### config.mk
export PLATFORM = sky130hd
export DESIGN_NAME = gtpu_frame_classifier_top_flat
export DESIGN_NICKNAME = d
export VERILOG_FILES = /design/src/design/gfc_pkg.sv /design/src/design/gfc_if.sv /design/src/design/gfc_in_stage.sv /design/src/design/gfc_parser.sv /design/src/design/gtpu_frame_classifier_top.sv /design/src/flat_wrapper.sv
export SDC_FILE = /design/constraint.sdc
export NUM_CORES = 1
export LEC_CHECK = 0
export CORE_MARGIN = 1.5
export CORE_UTILIZATION = 40
export CTS_CLUSTER_SIZE = 10
export DETAILED_ROUTE_END_ITERATION = 6
export DONT_BUFFER_PORTS = 1
export PLACE_DENSITY = 0.59
export SYNTH_ARGS = -nofsm -noshare
export SYNTH_HDL_FRONTEND = slang
export SYNTH_HIERARCHICAL = 1
export SYNTH_SLANG_ARGS = --single-unit
### constraint.sdc
create_clock -name clk -period 2.2 [get_ports clk]
set_input_delay 0.22 -clock clk [delete_from_list [all_inputs] [get_ports clk]]
set_output_delay 0.22 -clock clk [all_outputs]
set_load 0.02 [all_outputs]
### src/design/gfc_pkg.sv
package gfc_pkg;

  // default build values
  localparam int MAX_FRAME_BYTES_DEF     = 16383;
  localparam int TUNNEL_HEADER_BYTES_DEF = 8;

  // protocol constants
  localparam logic [15:0] ETYPE_CVLAN     = 16'h8100;
  localparam logic [15:0] ETYPE_SVLAN     = 16'h88A8;
  localparam logic [15:0] ETYPE_IPV4      = 16'h0800;
  localparam logic [7:0]  PROTO_UDP       = 8'd17;
  localparam logic [15:0] TUNNEL_PORT_DEF = 16'd2152;
  localparam logic [3:0]  IP_VERSION_4    = 4'd4;

  typedef enum logic [1:0] {
    V_ABORT = 2'd0,
    V_DROP  = 2'd1,
    V_PASS  = 2'd2
  } verdict_t;

  typedef enum logic [2:0] {
    ST_ETH   = 3'd0,
    ST_IP    = 3'd1,
    ST_UDP   = 3'd2,
    ST_GTP   = 3'd3,
    ST_INNER = 3'd4
  } stage_t;

  // one staged frame byte
  typedef struct packed {
    logic [7:0] data;
    logic       last;
  } gfc_beat_t;

endpackage

### src/design/gfc_if.sv
interface gfc_in_if;
  logic       valid;
  logic       ready;
  logic [7:0] frame_byte;
  logic       frame_end;

  modport source (output valid, output frame_byte, output frame_end, input ready);
  modport sink   (input valid, input frame_byte, input frame_end, output ready);
endinterface

interface gfc_out_if;
  logic       valid;
  logic       ready;
  logic [1:0] verdict;

  modport source (output valid, output verdict, input ready);
  modport sink   (input valid, input verdict, output ready);
endinterface

### src/design/gfc_in_stage.sv
module gfc_in_stage (
  input  logic               clk,
  input  logic               rst_n,
  gfc_in_if.sink             in_chan,
  input  logic               take,
  output logic               beat_valid,
  output gfc_pkg::gfc_beat_t beat
);
  import gfc_pkg::*;

  logic      valid_r;
  gfc_beat_t beat_r;

  // room when empty or when the held byte moves on this cycle
  assign in_chan.ready = !valid_r || take;

  always_ff @(posedge clk) begin
    if (!rst_n) begin
      valid_r <= 1'b0;
    end else if (in_chan.ready) begin
      valid_r <= in_chan.valid;
    end
  end

  always_ff @(posedge clk) begin
    if (in_chan.valid && in_chan.ready) begin
      beat_r.data <= in_chan.frame_byte;
      beat_r.last <= in_chan.frame_end;
    end
  end

  assign beat_valid = valid_r;
  assign beat       = beat_r;

endmodule

### src/design/gfc_parser.sv
module gfc_parser #(
  parameter int MAX_FRAME_BYTES     = gfc_pkg::MAX_FRAME_BYTES_DEF,
  parameter int TUNNEL_HEADER_BYTES = gfc_pkg::TUNNEL_HEADER_BYTES_DEF
) (
  input  logic               clk,
  input  logic               rst_n,
  input  logic               step,
  input  gfc_pkg::gfc_beat_t beat,
  input  logic [15:0]        tunnel_port,
  output gfc_pkg::verdict_t  verdict
);
  import gfc_pkg::*;

  localparam int POS_W = $clog2(MAX_FRAME_BYTES + 1);
  localparam int CMP_W = (POS_W > 7) ? POS_W : 7;

  // header offsets, untagged and tagged
  localparam int L3U  = 14;
  localparam int L3T  = 18;
  localparam int U4U  = L3U + 20;
  localparam int U4T  = L3T + 20;
  localparam int GTU  = U4U + 8;
  localparam int GTT  = U4T + 8;
  localparam int IN4U = GTU + TUNNEL_HEADER_BYTES;
  localparam int IN4T = GTT + TUNNEL_HEADER_BYTES;

  localparam logic [POS_W-1:0] POS_MAX = POS_W'(MAX_FRAME_BYTES);

  logic [POS_W-1:0] pos_r, pos_nxt;
  logic             tagged_r, tagged_upd;
  logic [7:0]       held_r, held_upd;
  verdict_t         early_r, early_upd;
  logic             fixed_r, fixed_upd;
  stage_t           stage_r, stage_upd;

  logic [CMP_W-1:0] pos;
  logic [15:0]      ethertype;
  logic [CMP_W-1:0] off_proto, off_ip_end, off_port_hi, off_port_lo, off_udp_end;
  logic [CMP_W-1:0] off_gtp_end, off_inner, off_inner_end;

  assign pos       = CMP_W'(pos_r);
  assign ethertype = {held_r, beat.data};

  assign off_proto     = tagged_r ? CMP_W'(L3T + 9)  : CMP_W'(L3U + 9);
  assign off_ip_end    = tagged_r ? CMP_W'(L3T + 19) : CMP_W'(L3U + 19);
  assign off_port_hi   = tagged_r ? CMP_W'(U4T + 2)  : CMP_W'(U4U + 2);
  assign off_port_lo   = tagged_r ? CMP_W'(U4T + 3)  : CMP_W'(U4U + 3);
  assign off_udp_end   = tagged_r ? CMP_W'(U4T + 7)  : CMP_W'(U4U + 7);
  assign off_gtp_end   = tagged_r ? CMP_W'(GTT + TUNNEL_HEADER_BYTES - 1)
                                  : CMP_W'(GTU + TUNNEL_HEADER_BYTES - 1);
  assign off_inner     = tagged_r ? CMP_W'(IN4T) : CMP_W'(IN4U);
  assign off_inner_end = tagged_r ? CMP_W'(IN4T + 19) : CMP_W'(IN4U + 19);

  // next stage
  always_comb begin
    stage_upd = stage_r;
    if (!fixed_r) begin
      unique case (stage_r)
        ST_ETH: begin
          if (pos == CMP_W'(13) && (ethertype == ETYPE_CVLAN ||
              ethertype == ETYPE_SVLAN || ethertype == ETYPE_IPV4)) begin
            stage_upd = ST_IP;
          end
        end
        ST_IP: begin
          if (pos == off_ip_end && held_upd == PROTO_UDP) begin
            stage_upd = ST_UDP;
          end
        end
        ST_UDP: begin
          if (pos == off_udp_end && held_r != 8'd0) begin
            stage_upd = ST_GTP;
          end
        end
        ST_GTP: begin
          if (pos == off_gtp_end) begin
            stage_upd = ST_INNER;
          end
        end
        ST_INNER: begin
          stage_upd = ST_INNER;
        end
        default: begin
          stage_upd = stage_r;
        end
      endcase
    end
  end

  // field capture and early decisions
  always_comb begin
    tagged_upd = tagged_r;
    held_upd   = held_r;
    early_upd  = early_r;
    fixed_upd  = fixed_r;
    if (!fixed_r) begin
      unique case (stage_r)
        ST_ETH: begin
          if (pos == CMP_W'(12)) begin
            held_upd = beat.data;
          end else if (pos == CMP_W'(13)) begin
            if (ethertype == ETYPE_CVLAN || ethertype == ETYPE_SVLAN) begin
              tagged_upd = 1'b1;
            end else if (ethertype != ETYPE_IPV4) begin
              early_upd = V_PASS;
              fixed_upd = 1'b1;
            end
          end
        end
        ST_IP: begin
          if (pos == off_proto) begin
            held_upd = beat.data;
          end
          if (pos == off_ip_end && held_upd != PROTO_UDP) begin
            early_upd = V_PASS;
            fixed_upd = 1'b1;
          end
        end
        ST_UDP: begin
          if (pos == off_port_hi) begin
            held_upd = beat.data;
          end else if (pos == off_port_lo) begin
            held_upd = ({held_r, beat.data} == tunnel_port) ? 8'd1 : 8'd0;
          end else if (pos == off_udp_end && held_r == 8'd0) begin
            early_upd = V_PASS;
            fixed_upd = 1'b1;
          end
        end
        ST_GTP: begin
          held_upd = held_r;
        end
        ST_INNER: begin
          if (pos == off_inner) begin
            held_upd = {4'd0, beat.data[7:4]};
          end
          if (pos == off_inner_end) begin
            early_upd = (held_upd == {4'd0, IP_VERSION_4}) ? V_PASS : V_DROP;
            fixed_upd = 1'b1;
          end
        end
        default: begin
          held_upd = held_r;
        end
      endcase
    end
  end

  // verdict on the updated state, used only on a last byte
  always_comb begin
    if (fixed_upd) begin
      verdict = early_upd;
    end else begin
      case (stage_upd) inside
        ST_ETH:         verdict = V_PASS;
        ST_IP, ST_UDP:  verdict = V_ABORT;
        default:        verdict = V_DROP;
      endcase
    end
  end

  always_comb begin
    if (beat.last) begin
      pos_nxt = '0;
    end else if (pos_r < POS_MAX) begin
      pos_nxt = pos_r + POS_W'(1);
    end else begin
      pos_nxt = pos_r;
    end
  end

  always_ff @(posedge clk) begin
    if (!rst_n) begin
      pos_r    <= '0;
      tagged_r <= 1'b0;
      held_r   <= '0;
      early_r  <= V_PASS;
      fixed_r  <= 1'b0;
      stage_r  <= ST_ETH;
    end else if (step) begin
      pos_r <= pos_nxt;
      if (beat.last) begin
        tagged_r <= 1'b0;
        held_r   <= '0;
        early_r  <= V_PASS;
        fixed_r  <= 1'b0;
        stage_r  <= ST_ETH;
      end else begin
        tagged_r <= tagged_upd;
        held_r   <= held_upd;
        early_r  <= early_upd;
        fixed_r  <= fixed_upd;
        stage_r  <= stage_upd;
      end
    end
  end

endmodule

### src/design/gtpu_frame_classifier_top.sv
// channel   direction  fields                         transaction
// in_chan   sink       frame_byte[7:0], frame_end     one frame byte
// out_chan  source     verdict[1:0] (abort/drop/pass) one verdict per frame end
// cfg_      write      cfg_we, cfg_wdata[15:0]        tunnel udp port
//
// one byte per cycle, but a last byte waits while a verdict is unsent; bytes are
// held in the input register, a last byte's verdict goes to the output register
// rate is set by the combinational parser update between the two registers
// rst_n is synchronous, active low: parser returns to the ethernet stage and
// the tunnel port to 2152; a stalled verdict holds only last bytes back
module gtpu_frame_classifier_top #(
  parameter int MAX_FRAME_BYTES     = gfc_pkg::MAX_FRAME_BYTES_DEF,
  parameter int TUNNEL_HEADER_BYTES = gfc_pkg::TUNNEL_HEADER_BYTES_DEF
) (
  input  logic        clk,
  input  logic        rst_n,
  gfc_in_if.sink      in_chan,
  gfc_out_if.source   out_chan,
  input  logic        cfg_we,
  input  logic [15:0] cfg_wdata
);
  import gfc_pkg::*;

  logic        beat_valid;
  gfc_beat_t   beat;
  logic        take;
  verdict_t    verdict;
  logic [15:0] tunnel_port_r;
  logic        out_valid_r;
  verdict_t    out_verdict_r;

  // tunnel port register
  always_ff @(posedge clk) begin
    if (!rst_n) begin
      tunnel_port_r <= TUNNEL_PORT_DEF;
    end else if (cfg_we) begin
      tunnel_port_r <= cfg_wdata;
    end
  end

  // a middle byte always moves on; a last byte needs a free output slot
  assign take = beat_valid && (!beat.last || !out_valid_r || out_chan.ready);

  gfc_in_stage u_in_stage (
    .clk        (clk),
    .rst_n      (rst_n),
    .in_chan    (in_chan),
    .take       (take),
    .beat_valid (beat_valid),
    .beat       (beat)
  );

  gfc_parser #(
    .MAX_FRAME_BYTES     (MAX_FRAME_BYTES),
    .TUNNEL_HEADER_BYTES (TUNNEL_HEADER_BYTES)
  ) u_parser (
    .clk         (clk),
    .rst_n       (rst_n),
    .step        (take),
    .beat        (beat),
    .tunnel_port (tunnel_port_r),
    .verdict     (verdict)
  );

  // result register
  always_ff @(posedge clk) begin
    if (!rst_n) begin
      out_valid_r <= 1'b0;
    end else if (take && beat.last) begin
      out_valid_r <= 1'b1;
    end else if (out_chan.ready) begin
      out_valid_r <= 1'b0;
    end
  end

  always_ff @(posedge clk) begin
    if (take && beat.last) begin
      out_verdict_r <= verdict;
    end
  end

  assign out_chan.valid   = out_valid_r;
  assign out_chan.verdict = out_verdict_r;

endmodule
### src/flat_wrapper.sv
// flat-port wrapper written by rule: the top's interface ports become plain ports
module gtpu_frame_classifier_top_flat import gfc_pkg::*;
#(
  parameter int MAX_FRAME_BYTES     = gfc_pkg::MAX_FRAME_BYTES_DEF,
  parameter int TUNNEL_HEADER_BYTES = gfc_pkg::TUNNEL_HEADER_BYTES_DEF
)
  (clk, rst_n, cfg_we, cfg_wdata, in_chan_valid, in_chan_frame_byte, in_chan_frame_end, in_chan_ready, out_chan_valid, out_chan_verdict, out_chan_ready);
  gfc_in_if in_chan_i ();
  gfc_out_if out_chan_i ();
  input  logic clk;
  input  logic rst_n;
  input  logic cfg_we;
  input  logic [15:0] cfg_wdata;
  input wire logic [$bits(in_chan_i.valid)-1:0] in_chan_valid;
  input wire logic [$bits(in_chan_i.frame_byte)-1:0] in_chan_frame_byte;
  input wire logic [$bits(in_chan_i.frame_end)-1:0] in_chan_frame_end;
  output wire logic [$bits(in_chan_i.ready)-1:0] in_chan_ready;
  output wire logic [$bits(out_chan_i.valid)-1:0] out_chan_valid;
  output wire logic [$bits(out_chan_i.verdict)-1:0] out_chan_verdict;
  input wire logic [$bits(out_chan_i.ready)-1:0] out_chan_ready;
  assign in_chan_i.valid = in_chan_valid;
  assign in_chan_i.frame_byte = in_chan_frame_byte;
  assign in_chan_i.frame_end = in_chan_frame_end;
  assign in_chan_ready = in_chan_i.ready;
  assign out_chan_valid = out_chan_i.valid;
  assign out_chan_verdict = out_chan_i.verdict;
  assign out_chan_i.ready = out_chan_ready;
  gtpu_frame_classifier_top #(.MAX_FRAME_BYTES(MAX_FRAME_BYTES), .TUNNEL_HEADER_BYTES(TUNNEL_HEADER_BYTES)) u_core (.clk(clk), .rst_n(rst_n), .in_chan(in_chan_i), .out_chan(out_chan_i), .cfg_we(cfg_we), .cfg_wdata(cfg_wdata));
endmodule
==> out/metrics.cfg, run 1 <==
[route]
drt-pass1-iter-count=5
drt_iter0_drc=183
viasPerCell=5.56
route.detailed.drc=0
vias=3363
drt-wirelength-per-cell_um=17.4
ant_nets=0
wl_um=10500

[logic_synthesis]
async_flop_share_pct=0
syn_area_per_cell_um2=8.76
synth_area_leader_cell=dfxtp_1
synth_edf_count=11
synth_flop_cell=dfxtp_1
synth_top_area_share_pct=26.8
synth-seq-cells=58
synthCells=401
syn_area_um2=3510
synth.area.top_cells=dfxtp_1 (27%), edfxtp_1 (9.4%), mux2i_1 (5.7%)
synth_cell_type_count=70
ys_warn_count=6
ys_seq_area_share_pct=36.2
syn-num-nets=435

[final_layout]
utilization_pct=55.9
nNetsFinal=526
area_growth_pct=37.3
drive_above_1_share_pct=32.4
fillers=777
antenna_cells=0

[floorplanning]
core_area_um2=8640
fp.dieArea_um2=9360
start_util_pct=40.7
fp.dieW_um=96.7
row_count=34
num_io_pins=34
die_h_um=96.7

[status]
status=finished, violations left
failed_checks=setup timing

[place]
place.detailed.hpwl_um=7700
port_buffers=0
place.gp.congestion=0.976

[global_routing]
grt_max_degree=24
grt_usage_pct=22.9
first_global_vias=3412
grt-ovfl-total=0
grt_pass1_wl_um=17000
antenna_found_initial=0

[sta]
fin_crit_sh_pct=111
timing.fmax_mhz=409
tightest_slew_ns=0.743
finalHoldViolCount=0
rsz0062_at_grt=yes
worst_hold_slack_ns=0.0169
drv_slew=0
finalSetupViolations=12
skew_ns=0.0125
slew_headroom_pct=50.3
setup_ws_ns=-0.243
min_period_ns=2.44

[clock_network]
cts_buffers=9
path_clk_slew_ns=0.07
cts_max_level=3
clk_path_buf_depth=2
tritoncts=done
clock-sinks=58
clk_latency_ns=0.35
cts_root_buf=clkbuf_8

[power]
powerDensity_nw_per_um2=487
ir_drop_mv=0.312
power.leakage_nw=1.77

[worst_setup_path]
crit_path_end_kind=flop
path_delay_family=compound AO/OA/AOI/OAI gates
r2r_slack_ns=-0.24
reg2regPathDepth=8
critPathMaxStageDelay_ns=0.49
r2r-end=u_core/u_parser/stage_r[0]
cp-start-kind=flop
worstReg2RegStart=u_core/u_in_stage/beat[3]
crit_chain=xnor2_1, nand4_1, nor4_2, o41ai_2, o221ai_4, o21ai_1, a2111oi_4, o2bb2ai_1
crit_buf_inv=0
crit_type=reg -> reg
cp_max_fo=3
critPathArrivalTime_ns=2.66
critPathRequiredTime_ns=2.42
critical-path-slowest-cell=edfxtp_1

[hold_path]
hold_depth=2
min_from=cfg_we
hold_path_end=u_core/tunnel_port_r[6]
min_path_type=in -> reg

[flow_run]
max_cap_violations=0

## kinds of logic (layout without fill, tap and decap cells)
logic type               count (synthesis)  in the layout  synth area share [%]
adder cells (fa/ha/maj)                  4              4                  1.42
multiplexers                            21             21                  6.02
flip-flops                              58             58                  36.2
buffers and inverters                   34            130                  4.66
AO/OA/AOI/OAI                           85             85                  18.6
XOR/XNOR                                24             24                  5.98
AND/OR/NAND/NOR                        175            175                  27.1
## layout make-up
type,instances,area [um^2],share of cell area (%)
Clock inverter,6,67.6,1.40
Clock buffer,10,128,2.64
Multi-Input combinational cell,309,2360,48.8
Sequential cell,58,1280,26.5
Timing Repair Buffer,99,805,16.7
Tap cell,108,135,2.80
Inverter,15,56.3,1.17
## Yosys cell counts (all sizes together), types with 2 or more instances
library cell	number
a22oi	6
nor4	7
mux2i	20
o21ai	18
clkbuf	12
o41ai	3
a21boi	6
nor3	12
a32o	2
edfxtp	11
nor2b	20
and2	8
o22ai	2
nand2	37
xor2	2
nor4b	2
or3	9
nor3b	2
o221ai	3
o2111ai	2
o2bb2ai	2
a32oi	2
o31ai	2
ha	4
nand2b	3
nand3b	3
dfxtp	47
a21oi	16
o21ba	2
and3	6
nand4	12
or4	2
inv	15
nand3	11
and4	2
xnor2	22
o21a	7
buf	7
nor2	34
## how the worst max path moves through the flow
stage | from | to | slack, ns | cells past startpoint
2_1_floorplan | u_core/u_parser/pos[2] | u_core/u_parser/stage_r[1] | -0.04 | 9
3_3_place_gp | u_core/u_in_stage/beat[7] | u_core/u_parser/stage_r[1] | -0.26 | 8
3_5_place_dp | u_core/u_in_stage/beat[8] | u_core/u_parser/stage_r[1] | -0.28 | 9
4_1_cts | u_core/u_parser/pos[9] | u_core/u_parser/stage_r[0] | -0.17 | 9
5_1_grt | u_core/u_parser/pos[9] | u_core/u_parser/stage_r[0] | -0.35 | 9
6_report | u_core/u_in_stage/beat[3] | u_core/u_parser/stage_r[0] | -0.24 | 8
## flip-flops by register name (all words and copies together), names as in the netlist
signal                        count
u_core/u_in_stage/beat_valid      1
u_core/u_parser/stage_r           3
u_core/out_chan.verdict           2
u_core/tunnel_port_r             16
u_core/u_parser/early_r           2
u_core/out_chan.valid             1
u_core/u_parser/tagged_r          1
u_core/u_parser/fixed_r           1
u_core/u_in_stage/beat            9
u_core/u_parser/pos              14
u_core/u_parser/held_r            8
## placed cells by master (no fill, tap or decap), types with 3 or more instances in the layout
cell | Yosys | routed
buf_4 | 0 | 77
dfxtp_1 | 47 | 40
nand2_1 | 37 | 35
nor2_1 | 34 | 29
xnor2_1 | 22 | 21
nor2b_1 | 20 | 19
mux2i_1 | 20 | 18
dlygate4sd3_1 | 0 | 17
inv_1 | 15 | 15
nand4_1 | 12 | 12
a21oi_1 | 15 | 12
o21ai_0 | 16 | 12
edfxtp_1 | 11 | 11
clkbuf_8 | 0 | 9
nand3_1 | 11 | 9
nor3_1 | 11 | 8
or3_1 | 9 | 7
and2_1 | 7 | 7
dfxtp_2 | 0 | 7
o21a_1 | 7 | 6
and3_1 | 5 | 5
a22oi_1 | 5 | 5
buf_6 | 2 | 5
o21ai_1 | 2 | 4
a21oi_2 | 1 | 4
ha_1 | 4 | 4
clkinv_4 | 0 | 3
a21boi_0 | 5 | 3
nor4_1 | 6 | 3
nand3b_1 | 3 | 3
nor3_2 | 1 | 3
nor2_4 | 0 | 3
## per-stage QoR
stage / instance area (um^2) / worst slack [ns] / power, W / std cells / TNS [ns]
after floorplan: 3560 / -0.0416 / 0.00129 / 401 / -0.0916
after global placement: 4160 / -0.259 / 0.00134 / 567 / -0.985
after detailed placement: 4160 / -0.276 / 0.00134 / 567 / -1.59
after CTS: 4690 / -0.175 / 0.00237 / 604 / -1.50
after global routing: 4830 / -0.350 / 0.00245 / 605 / -3.17
final: 4830 / -0.243 / 0.00235 / 605 / -1.76
## routing by layer
metal  up-vias  global-route usage, %  share of wire, %
li1       1645                      -                 -
met5         -                      0                 0
met2        88                   39.8                50
met1      1602                   27.6                43
met4         0                   9.81               2.9
met3        28                   4.48               4.2
## worst register-to-register path: cells and delay by family (launching register included)
kind             cells  cell delay, ns
AO/OA/AOI/OAI        5            1.02
AND/OR/NAND/NOR      2            0.58
flip-flops           1            0.49
XOR/XNOR             1            0.23
## power by group
group | leakage [nW] | internal [W] | switching, W | total [W]
combinational | 1.18 | 0.000115 | 0.000104 | 0.000219
sequential | 0.488 | 0.00112 | 0.0000286 | 0.00114
clock | 0.101 | 0.000527 | 0.000461 | 0.000988
total | 1.77 | 0.00176 | 0.000593 | 0.00235
## what timing repair did
| item | 4_1_cts | 5_1_grt |
|---|---|---|
| hold endpoints to repair | 33 | 0 |
| setup endpoints to repair | 15 | 24 |
| gates cloned | 0 | 0 |
| hold buffers | 17 | 0 |
| pin swaps | 21 | 11 |
| setup buffers | 5 | 4 |
| gates resized for setup | 27 | 32 |
Note: power is estimated with default switching activity, not from simulation.
==> inputs of run 2 (changes only) <==
- REMOVE_ABC_BUFFERS: unset -> 1
==> out/metrics.cfg, run 2 (synthesis results as in run 1) <==
[worst_setup_path]
critPathArrivalTime_ns=2.51
reg2regPathDepth=10
crit_type=reg -> reg
critPathRequiredTime_ns=2.30
cp-start-kind=flop
cp_max_fo=3
critical-path-slowest-cell=edfxtp_1
crit_path_frequent_cell=buf_4
crit_start=u_core/u_in_stage/beat[4]
crit_path_end_kind=flop
crit_chain=buf_4, nor3_1, buf_4, nand4_1, or3_1, nand3_2, o221ai_2, o21a_1, a211oi_2, a21oi_1
critical_path.endpoint=u_core/out_chan.verdict[1]
critPathMaxStageDelay_ns=0.42
r2r_slack_ns=-0.22
r2r-end=u_core/out_chan.verdict[1]
worstReg2RegStart=u_core/u_in_stage/beat[4]

[final_layout]
area_growth_pct=40.2
most-common-layout-cells=buf_4 (92), dfxtp_1 (42), nand2_1 (36)
top_register=u_core/tunnel_port_r
drive_above_1_share_pct=35.0
utilization_pct=57.1
stdcell_count=618
multi_input_area_um2=2350
largest_reg_flops=16
seqCellArea_um2=1280
nNetsFinal=538
final_common_cell=buf_4
fillers=752

[global_routing]
grt-ovfl-total=0
grt_usage_pct=22.6
grt_pass1_wl_um=17000
first_global_vias=3418
grt_max_degree=19
antenna_found_initial=1

[place]
post-place-cells=571
place.detailed.hpwl_um=7320
port_buffers=0
place.gp.congestion=0.981

[route]
viasPerCell=5.63
drt-wirelength-per-cell_um=17.2
route.detailed.drc=0
wl_um=10700
vias=3479
ant_nets=0
drt-pass1-iter-count=5
drt_iter0_drc=251

[sta]
skew_ns=0.0127
min_period_ns=2.42
slew_headroom_pct=52.8
timing.fmax_mhz=414
drv_slew=0
setup_ws_ns=-0.216
worst_hold_slack_ns=0.00752
finalSetupTns_ns=-1.71
finalHoldViolCount=0
fin_crit_sh_pct=110
tightest_slew_ns=0.706
finalSetupViolations=15
rsz0062_at_grt=yes

[power]
switching_share_pct=25.5
power_frac_comb_pct=9.0
seqPwrFrac_pct=45.2
switchingPower_w=0.000644
ir_drop_mv=0.602
power.leakage_nw=1.81
clockPowerShare_pct=45.7
powerDensity_nw_per_um2=512
power.internal_w=0.00188

[floorplanning]
row_count=34
die_h_um=96.7
num_io_pins=34
core_area_um2=8640
start_util_pct=40.7
fp.dieW_um=96.7
fp.dieArea_um2=9360

[clock_network]
clk_latency_ns=0.35
path_clk_slew_ns=0.08
clk_path_buf_depth=2
cts_root_buf=clkbuf_8
tritoncts=done
cts_buffers=9
cts_max_level=3
clock-sinks=58

[hold_path]
min_path_type=in -> reg

[flow_run]
max_cap_violations=0

[status]
failed_checks=setup timing
status=finished, violations left

-- run 2: cell types whose count changed in the layout (fill, tap and decap cells not counted), sizes merged --
cell	delta
clkinvlp	+1
dlygate4sd3	-1
bufinv	+1
diode	+1
clkinv	-1
clkbuf	-1
buf	+13
-- run 2: final cells by class --
| type | count | share of cell area (%) |
|---|---|---|
| Sequential cell | 58 | 25.9 |
| Tap cell | 108 | 2.74 |
| Clock buffer | 9 | 2.51 |
| Clock inverter | 7 | 2.08 |
| Multi-Input combinational cell | 309 | 47.6 |
| Timing Repair Buffer | 111 | 17.9 |
| Antenna cell | 1 | 0.0508 |
| Inverter | 15 | 1.14 |
-- run 2: stage by stage --
stage          setup WS [ns]  total power (W)  cell area, um^2
2_1_floorplan         -0.622          0.00127             3410
3_3_place_gp          -0.310          0.00134             4150
3_5_place_dp          -0.265          0.00134             4150
4_1_cts               -0.219          0.00252             4710
5_1_grt               -0.313          0.00262             4930
6_report              -0.216          0.00252             4930
-- run 2: worst min path at each step --
stage	slack, ns	from	to	cells after the start
floorplan	0.28	rst_n	u_core/tunnel_port_r[11]	1
global placement	0.29	rst_n	u_core/tunnel_port_r[6]	1
detailed placement	0.29	rst_n	u_core/tunnel_port_r[6]	1
CTS	0.001	rst_n	u_core/u_parser/held_r[1]	1
global route	0.0003	cfg_wdata[5]	u_core/tunnel_port_r[5]	2
finish	0.008	cfg_wdata[5]	u_core/tunnel_port_r[5]	2
-- run 2: power by group through the flow --
stage | Sequential (W) | Clock (W) | Combinational [W]
4_1_cts | 0.00114 | 0.00117 | 0.000207
3_3_place_gp | 0.00117 | 0 | 0.000172
5_1_grt | 0.00115 | 0.00123 | 0.000247
2_1_floorplan | 0.00117 | 0 | 0.000102
6_report | 0.00114 | 0.00115 | 0.000228
3_5_place_dp | 0.00117 | 0 | 0.000175
-- run 2: repair_timing --
action                                  CTS  global route
resized for setup                        30            34
pin swaps                                17            22
buffers inserted                          8             7
hold endpoints to repair                 26             2
hold buffers                             15             1
endpoints found under the setup margin   19            24
-- run 2: worst max-delay path, delay by kind of cell (launching register included) --
family                 cells  cell delay (ns)
AND/OR/NAND/NOR            4             0.86
buffers and inverters      2             0.36
AO/OA/AOI/OAI              4             0.54
flip-flops                 1             0.42
-- run 2: per-layer routing --
layer  global-route usage [%]  up-vias  part of all wire (%)
met5                        0        -                     0
met4                     10.5        0                   3.5
met3                     4.26       32                   4.8
met2                     36.5      130                    47
met1                     29.1     1654                    45
li1                         -     1663                     -
